File: src/rtl/core/svpw_pkg.sv
package svpw_pkg;

   localparam int PAGE_WORDS     = 5;
   localparam int WORD_W         = 16;
   localparam int OFFSET_W       = 4;
   localparam int COUNT_W        = 4;
   localparam int STATUS_W       = 2;
   localparam int CSR_IDX_W      = 1;
   localparam int LANE_W         = $clog2(PAGE_WORDS);

   localparam int DEFAULT_MIN_US = 1000;
   localparam int DEFAULT_MAX_US = 2000;

   localparam logic [WORD_W-1:0] RST_MIN_US   = WORD_W'(DEFAULT_MIN_US);
   localparam logic [WORD_W-1:0] RST_MAX_US   = WORD_W'(DEFAULT_MAX_US);
   localparam logic [WORD_W-1:0] RST_PULSE_US =
      WORD_W'(((DEFAULT_MIN_US % 65536) + (DEFAULT_MAX_US % 65536)) / 2);
   localparam logic [WORD_W-1:0] RST_FLOOR_US   = WORD_W'(500);
   localparam logic [WORD_W-1:0] RST_CEILING_US = WORD_W'(2500);

   // page word positions
   localparam logic [LANE_W-1:0] PG_ENABLE = LANE_W'(0);
   localparam logic [LANE_W-1:0] PG_MIN    = LANE_W'(1);
   localparam logic [LANE_W-1:0] PG_MAX    = LANE_W'(2);
   localparam logic [LANE_W-1:0] PG_PULSE  = LANE_W'(3);
   localparam logic [LANE_W-1:0] PG_SLEW   = LANE_W'(4);

   localparam logic [STATUS_W-1:0] ST_OK        = 2'd0;
   localparam logic [STATUS_W-1:0] ST_BAD_RANGE = 2'd1;
   localparam logic [STATUS_W-1:0] ST_BAD_VALUE = 2'd2;
   localparam logic [STATUS_W-1:0] ST_NOT_ARMED = 2'd3;

   localparam logic [CSR_IDX_W-1:0] CSR_FLOOR   = 1'b0;
   localparam logic [CSR_IDX_W-1:0] CSR_CEILING = 1'b1;

   typedef logic [WORD_W-1:0] word_type;

   typedef struct packed {
      logic [OFFSET_W-1:0]         offset;
      logic [COUNT_W-1:0]          count;
      word_type [PAGE_WORDS-1:0]   words;
      logic                        holds_wire;
   } req_type;

   typedef struct packed {
      logic     enable;
      word_type min_us;
      word_type max_us;
      word_type pulse_us;
      word_type slew;
   } page_type;

   typedef struct packed {
      word_type floor_us;
      word_type ceiling_us;
   } limits_type;

   typedef struct packed {
      logic [STATUS_W-1:0] status;
      page_type            page;
   } result_type;

endpackage

File: src/rtl/core/svpw_csr.sv
module svpw_csr
   import svpw_pkg::*;
(
   input  logic                 clock,
   input  logic                 reset,
   input  logic                 csr_we,
   input  logic [CSR_IDX_W-1:0] csr_index,
   input  word_type             csr_wdata,
   output limits_type           limits
);

   limits_type limits_ff, limits_in;

   always_comb begin
      limits_in = limits_ff;
      if (csr_we) begin
         unique case (csr_index)
            CSR_FLOOR:   limits_in.floor_us   = csr_wdata;
            CSR_CEILING: limits_in.ceiling_us = csr_wdata;
            default:     limits_in = limits_ff;
         endcase
      end
   end

   always_ff @(posedge clock) begin
      if (reset) begin
         limits_ff.floor_us   <= RST_FLOOR_US;
         limits_ff.ceiling_us <= RST_CEILING_US;
      end else begin
         limits_ff <= limits_in;
      end
   end

   assign limits = limits_ff;

endmodule

File: src/rtl/core/svpw_eval.sv
module svpw_eval
   import svpw_pkg::*;
(
   input  req_type    req,
   input  page_type   page,
   input  limits_type limits,
   output result_type result
);

   logic [PAGE_WORDS-1:0]  wr;
   word_type [PAGE_WORDS-1:0] val;
   logic [OFFSET_W:0]      span;
   logic                   bad_range;
   logic                   bad_value;
   logic                   not_armed;
   page_type               stored;
   page_type               swapped;

   // route each burst word to its page word
   always_comb begin
      logic [OFFSET_W-1:0] diff;
      for (int p = 0; p < PAGE_WORDS; p++) begin
         diff   = OFFSET_W'(p) - req.offset;
         wr[p]  = (req.offset <= OFFSET_W'(p)) && (diff < OFFSET_W'(req.count));
         val[p] = wr[p] ? req.words[diff[LANE_W-1:0]] : '0;
      end
   end

   assign span      = {1'b0, req.offset} + {1'b0, req.count};
   assign bad_range = span > (OFFSET_W+1)'(PAGE_WORDS);

   assign bad_value =
      (wr[PG_MIN] && (val[PG_MIN] < limits.floor_us || val[PG_MIN] > limits.ceiling_us)) ||
      (wr[PG_MAX] && (val[PG_MAX] < limits.floor_us || val[PG_MAX] > limits.ceiling_us)) ||
      (wr[PG_ENABLE] && val[PG_ENABLE] > WORD_W'(1));

   assign not_armed = wr[PG_ENABLE] && (val[PG_ENABLE] != '0) && !req.holds_wire;

   always_comb begin
      stored.enable   = wr[PG_ENABLE] ? val[PG_ENABLE][0] : page.enable;
      stored.min_us   = wr[PG_MIN]    ? val[PG_MIN]       : page.min_us;
      stored.max_us   = wr[PG_MAX]    ? val[PG_MAX]       : page.max_us;
      stored.pulse_us = wr[PG_PULSE]  ? val[PG_PULSE]     : page.pulse_us;
      stored.slew     = wr[PG_SLEW]   ? val[PG_SLEW]      : page.slew;

      swapped = stored;
      if (stored.min_us > stored.max_us) begin
         swapped.min_us = stored.max_us;
         swapped.max_us = stored.min_us;
      end
      // limits are ordered now, so clamp both ways
      if (swapped.pulse_us < swapped.min_us) begin
         swapped.pulse_us = swapped.min_us;
      end else if (swapped.pulse_us > swapped.max_us) begin
         swapped.pulse_us = swapped.max_us;
      end
   end

   always_comb begin
      result.page = page;
      priority if (bad_range) begin
         result.status = ST_BAD_RANGE;
      end else if (bad_value) begin
         result.status = ST_BAD_VALUE;
      end else if (not_armed) begin
         result.status = ST_NOT_ARMED;
      end else begin
         result.status = ST_OK;
         result.page   = swapped;
      end
   end

endmodule

File: src/rtl/core/servo_register_page_write.sv
// channel | direction | handshake        | payload
// req     | in        | req_valid/stall  | offset, count, word0..word4, holds_wire
// rsp     | out       | rsp_valid/stall  | status, enable_out, min_out, max_out,
//         |           |                  | pulse_out, slew_out
// csr     | in        | csr_we           | csr_index, csr_wdata
//
// One word per cycle sustained while rsp is not stalled; an accepted word goes
// into the input register, then through evaluation into the result register,
// whose content shows on rsp.
// The page register is updated in the same cycle as the result register.
// Reset restores the default page and limits and empties both stages.
// A stalled result holds; req stalls only when both stages are full.
module servo_register_page_write
   import svpw_pkg::*;
(
   input  logic                 clock,
   input  logic                 reset,

   input  logic                 req_valid,
   output logic                 req_stall,
   input  logic [OFFSET_W-1:0]  req_offset,
   input  logic [COUNT_W-1:0]   req_count,
   input  word_type             req_word0,
   input  word_type             req_word1,
   input  word_type             req_word2,
   input  word_type             req_word3,
   input  word_type             req_word4,
   input  logic                 req_holds_wire,

   output logic                 rsp_valid,
   input  logic                 rsp_stall,
   output logic [STATUS_W-1:0]  rsp_status,
   output logic                 rsp_enable_out,
   output word_type             rsp_min_out,
   output word_type             rsp_max_out,
   output word_type             rsp_pulse_out,
   output word_type             rsp_slew_out,

   input  logic                 csr_we,
   input  logic [CSR_IDX_W-1:0] csr_index,
   input  word_type             csr_wdata
);

   limits_type limits;
   req_type    req_ff, req_in;
   logic       req_vld_ff, req_vld_in;
   page_type   page_ff, page_in;
   result_type res_ff, res_in;
   result_type eval_res;
   logic       rsp_vld_ff, rsp_vld_in;
   logic       advance;
   logic       take;

   svpw_csr u_csr (
      .clock     (clock),
      .reset     (reset),
      .csr_we    (csr_we),
      .csr_index (csr_index),
      .csr_wdata (csr_wdata),
      .limits    (limits)
   );

   svpw_eval u_eval (
      .req    (req_ff),
      .page   (page_ff),
      .limits (limits),
      .result (eval_res)
   );

   assign advance   = req_vld_ff && (!rsp_vld_ff || !rsp_stall);
   assign req_stall = req_vld_ff && !advance;
   assign take      = req_valid && !req_stall;

   always_comb begin
      req_in = req_ff;
      if (take) begin
         req_in.offset     = req_offset;
         req_in.count      = req_count;
         req_in.words      = {req_word4, req_word3, req_word2, req_word1, req_word0};
         req_in.holds_wire = req_holds_wire;
      end
      req_vld_in = take || (req_vld_ff && !advance);

      page_in    = advance ? eval_res.page : page_ff;
      res_in     = advance ? eval_res : res_ff;
      // drop the result once taken unless a new one replaces it
      rsp_vld_in = advance || (rsp_vld_ff && rsp_stall);
   end

   always_ff @(posedge clock) begin
      if (reset) begin
         req_vld_ff       <= 1'b0;
         rsp_vld_ff       <= 1'b0;
         page_ff.enable   <= 1'b0;
         page_ff.min_us   <= RST_MIN_US;
         page_ff.max_us   <= RST_MAX_US;
         page_ff.pulse_us <= RST_PULSE_US;
         page_ff.slew     <= '0;
      end else begin
         req_vld_ff <= req_vld_in;
         rsp_vld_ff <= rsp_vld_in;
         page_ff    <= page_in;
      end
   end

   always_ff @(posedge clock) begin
      req_ff <= req_in;
      res_ff <= res_in;
   end

   assign rsp_valid      = rsp_vld_ff;
   assign rsp_status     = res_ff.status;
   assign rsp_enable_out = res_ff.page.enable;
   assign rsp_min_out    = res_ff.page.min_us;
   assign rsp_max_out    = res_ff.page.max_us;
   assign rsp_pulse_out  = res_ff.page.pulse_us;
   assign rsp_slew_out   = res_ff.page.slew;

   a_refusal_keeps_page: assert property (@(posedge clock) disable iff (reset)
      (advance && eval_res.status != ST_OK) |=> (page_ff == $past(page_ff)))
      else $error("refused word changed the page");

   a_limits_ordered: assert property (@(posedge clock) disable iff (reset)
      page_ff.min_us <= page_ff.max_us)
      else $error("page limits inverted");

   a_pulse_clamped: assert property (@(posedge clock) disable iff (reset)
      (page_ff.pulse_us >= page_ff.min_us) && (page_ff.pulse_us <= page_ff.max_us))
      else $error("pulse outside limits");

   a_result_matches_page: assert property (@(posedge clock) disable iff (reset)
      advance |=> (res_ff.page == page_ff))
      else $error("result page differs from stored page");

   a_pending_word_kept: assert property (@(posedge clock) disable iff (reset)
      (req_vld_ff && !advance) |=> (req_vld_ff && req_ff == $past(req_ff)))
      else $error("pending word lost");

endmodule

File: config.mk
export PLATFORM = sky130hd
export DESIGN_NAME = servo_register_page_write
export DESIGN_NICKNAME = d
export VERILOG_FILES = /design/src/rtl/core/svpw_pkg.sv /design/src/rtl/core/svpw_csr.sv /design/src/rtl/core/svpw_eval.sv /design/src/rtl/core/servo_register_page_write.sv
export SDC_FILE = /design/constraint.sdc
export NUM_CORES = 1
export LEC_CHECK = 0
export ABC_AREA = 1
export BUFFER_PORTS_ARGS = -buffer_cell sky130_fd_sc_hd__buf_2
export CAP_MARGIN = 20
export CORE_ASPECT_RATIO = 1.2
export CORE_MARGIN = 3
export CORE_UTILIZATION = 35
export DETAILED_ROUTE_END_ITERATION = 10
export GPL_ROUTABILITY_DRIVEN = 0
export GPL_TIMING_DRIVEN = 0
export PLACE_DENSITY = 0.51
export SYNTH_ARGS = -nofsm -noshare
export SYNTH_HDL_FRONTEND = slang
export SYNTH_SLANG_ARGS = --single-unit
File: constraint.sdc
create_clock -name clock -period 7.87 [get_ports clock]
set_input_delay 0.3935 -clock clock [delete_from_list [all_inputs] [get_ports clock]]
set_output_delay 0.3935 -clock clock [all_outputs]
set_load 0.01 [all_outputs]
==> key figures <==
Run status
  • Status: complete, no violations

Global route
  • First-pass GRT wire length: 88300 um
  • Total gr overflow: 0
  • Largest net degree at the start of global routing: 78
  • Vias in the first global route: 15300
  • Antenna violations before repair: 2
  • Total Routing Usage GR: 0.230

Final layout
  • Final std cells w/o fill: 3068
  • Nets: 2680
  • Area growth syn-to-layout: 23.4%
  • Post-route cell area: 20100 sq um
  • Fraction of layout instances using a drive strength above 1: 0.137
  • # diodes: 0

Drt
  • Met3 routed WL: 3140 um
  • DRT iter0 DRCs: 1181
  • Avg WL per Cell: 18.9 um
  • WL met1: 24000 um
  • Via-to-Cell Ratio: 5.14
  • DRC viols: 0
  • DRT Wirelength: 58100 um
  • Metal2 WL: 28200 um
  • Vias: 15800
  • DR pass1 iterations: 6
  • Max layer used: met5
  • Antenna-violating nets left: 0

Power and ir drop
  • Clock power share: 0.294
  • Cell Pwr Density: 216 nW/um^2
  • Sequential share of power: 0.364
  • Logic pwr share: 0.342
  • Switch share: 0.368
  • Lkg Pwr: 9.35 nW
  • Pwr Total: 4.34 mW
  • Switching power: 1.60 mW
  • VDD IR max: 165 uV
  • Internal power: 2.74 mW

Worst hold path
  • Tightest Hold Check Type: input port to register
  • Hold path start: req_word2[13]

Timing
  • Final count of hold timing violations: 0
  • Slew Limit Fails: 0
  • Minimum clock period: 7.43 ns
  • Slew @ Worst Pin: 1.01 ns
  • Fmax: 135 MHz
  • Final setup TNS: 0 ns
  • Clk_skew: 0.0169 ns
  • Worst slew margin: 0.329
  • RSZ-0062 raised after global routing: false
  • Ratio of final minimum period to clock period: 0.945
  • Setup violators final: 0
  • Final worst slack: 0.435 ns

Setup path
  • Type of origin of the critical path: register
  • CP most frequent cell: nand2_1
  • Crit-path slowest cell: edfxtp_1
  • WP data arrival: 7.74 ns
  • Crit path largest cell delay: 0.48 ns
  • Worst flop-to-flop path startpoint: req_ff[87]
  • Setup Crit Path Kind: register to register
  • Crit-path max FO: 17
  • Worst setup path startpoint: req_ff[87]
  • Critical path required time: 8.17 ns
  • Crit end category: register

Clock network
  • Clock buffer depth: 3
  • Number of CTS-inserted buffers: 27
  • Clock transition at path regs: 0.06 ns
  • Insertion delay to the later sink of the worst-skew pair: 0.56 ns
  • Clock sinks: 255
  • Htree depth: 1
  • Clk root buf: clkbuf_16
  • CTS tree: done

Floorplan
  • Initial core utilization: 0.355
  • Die Height: 242 um
  • Die area: 49200 sq um
  • Die Span X: 203 um
  • Core ar.: 45900 sq um
  • I/O Pins: 180
  • # rows: 86

Yosys
  • FFs w/ async S/R, synth: 0
  • Synth Flop Type: edfxtp_1
  • Synth Instances: 2138
  • Syn_nets: 2386
  • Biggest area consumer among synthesized cells: edfxtp_1
  • Yosys reg bits: 255
  • Mapped Area: 16300 sq um
  • Top post-synthesis cells by count: nand2_1 (570), inv_1 (253), o21ai_0 (213)
  • Netlist cell types: 49
  • Number of flops mapped to enable cells by yosys: 156
  • Most frequent cell after synthesis: nand2_1
  • Avg Inst Size Synth: 7.62 sq um
  • Top-area cell type share of the netlist area: 0.287
  • Dominant cells by area after synthesis: edfxtp_1 (29%), nand2_1 (13%), dfxtp_1 (12%), ha_1 (10%), o21ai_0 (6.5%)
  • Sequential element share of the synthesized area: 0.409
  • Yosys warning count: 0

Place
  • Placed cell areas: 18000 sq um
  • # port buffers: 179
  • Place WS: -2.40 ns
  • Cells after DPL: 2936
  • Detail Placement HPWL: 47200 um

Job
  • Max-Cap Viols: 0
==> critical path: cells and delay by family, from the launching register on <==
kind | cells | cell delay (ns)
AOI/OAI and AO/OA | 11 | 2.28
adders and majority gates | 4 | 1.15
and+or+nand+nor | 14 | 1.36
buffers and inverters | 9 | 1.89
DFF | 1 | 0.48
==> metrics by stage <==
stage | utilization | hold slack (ns)
3_5_place_dp | 0.393 | 0.466
4_1_cts | 0.435 | 0.000959
5_1_grt | 0.438 | 0.00440
6_report | 0.438 | 0.0267
3_3_place_gp | 0.391 | 0.456
2_1_floorplan | - | 0.443
==> path summary, 6_finish.rpt <==
kind | slack, ns | to | cells past startpoint
worst max-delay path | 0.44 | rsp_pulse_out[3] | 38
worst min-delay path | 0.03 | req_ff[46] | 1
worst max register to register | 0.44 | rsp_pulse_out[3] | 38
worst min register to register | 0.48 | page_ff[55] | 2
==> layout by cell type (no fill, tap or decap), drive strengths merged, types with 2 or more instances in the layout <==
| cell | Yosys | final |
|---|---|---|
| mux2i | 5 | 5 |
| dlygate4sd3 | 0 | 78 |
| xor2 | 3 | 3 |
| bufinv | 0 | 3 |
| nor2 | 139 | 139 |
| a311oi | 5 | 5 |
| fa | 2 | 2 |
| o311ai | 8 | 8 |
| o21a | 16 | 16 |
| o211ai | 13 | 13 |
| dfxtp | 99 | 99 |
| o221ai | 7 | 7 |
| nand2 | 572 | 572 |
| a31oi | 11 | 11 |
| edfxtp | 156 | 156 |
| clkinvlp | 0 | 6 |
| nor4 | 5 | 5 |
| nand4 | 30 | 30 |
| a2111oi | 3 | 3 |
| o21ai | 242 | 242 |
| ha | 135 | 135 |
| buf | 47 | 237 |
| clkinv | 1 | 13 |
| a221oi | 13 | 13 |
| inv | 258 | 257 |
| clkbuf | 65 | 91 |
| o21bai | 17 | 17 |
| a21oi | 148 | 148 |
| nand3 | 104 | 104 |
| a211oi | 8 | 8 |
| and2 | 6 | 6 |
| nor3 | 13 | 13 |
==> cells by family after synthesis <==
kind of cell,count (synthesis),synth area share
flops,255,0.409
buf+inv,371,0.0904
xor+xnor,3,0.00207
simple gates,872,0.219
fa+ha+maj,137,0.106
mux,5,0.00307
compound gates,495,0.171
==> routing by layer <==
layer | GRT usage | up-vias
li1 | - | 7790
met3 | 0.0329 | 150
met5 | 0 | -
met1 | 0.279 | 7294
met2 | 0.407 | 545
met4 | 0.0940 | 2
==> what timing repair did <==
action / 4_1_cts / 5_1_grt
setup buffers: 2 / 7
pin swaps: 1 / 2
cloned: 0 / 0
hold buffers: 78 / 0
resized for setup: 67 / 24
hold endpoints to repair: 78 / 0
endpoints found under the setup margin: 116 / 32
==> final cells by class <==
cell class | count | area, sq um
fillers | 4603 | 25800
multi-input cells | 1512 | 8490
flip-flops and latches | 255 | 6670
repair buffers | 269 | 1800
inverters | 259 | 978
well taps | 616 | 771
clock buffers | 29 | 683
plain buffers | 108 | 534
clock inverters | 20 | 195
==> sequential cells by signal, indices dropped and copies added, names as in the netlist <==
| name | cells |
|---|---|
| req_vld_ff | 1 |
| rsp_valid | 1 |
| rsp_pulse_out | 16 |
| rsp_max_out | 16 |
| rsp_min_out | 16 |
| rsp_slew_out | 16 |
| page_ff | 65 |
| req_ff | 89 |
| u_csr.limits | 32 |
| rsp_status | 2 |
| rsp_enable_out | 1 |
==> power groups by stage <==
| stage | sequential (mW) | clock (mW) | combinational (mW) |
|---|---|---|---|
| finish | 1.58 | 1.28 | 1.48 |
| global route | 1.59 | 1.37 | 1.66 |
| CTS | 1.58 | 1.32 | 1.45 |
| detailed placement | 1.61 | 0 | 1.38 |
| global placement | 1.61 | 0 | 1.35 |
| floorplan | 1.61 | 0 | 0.906 |
Note: power is estimated with default switching activity, not from simulation.
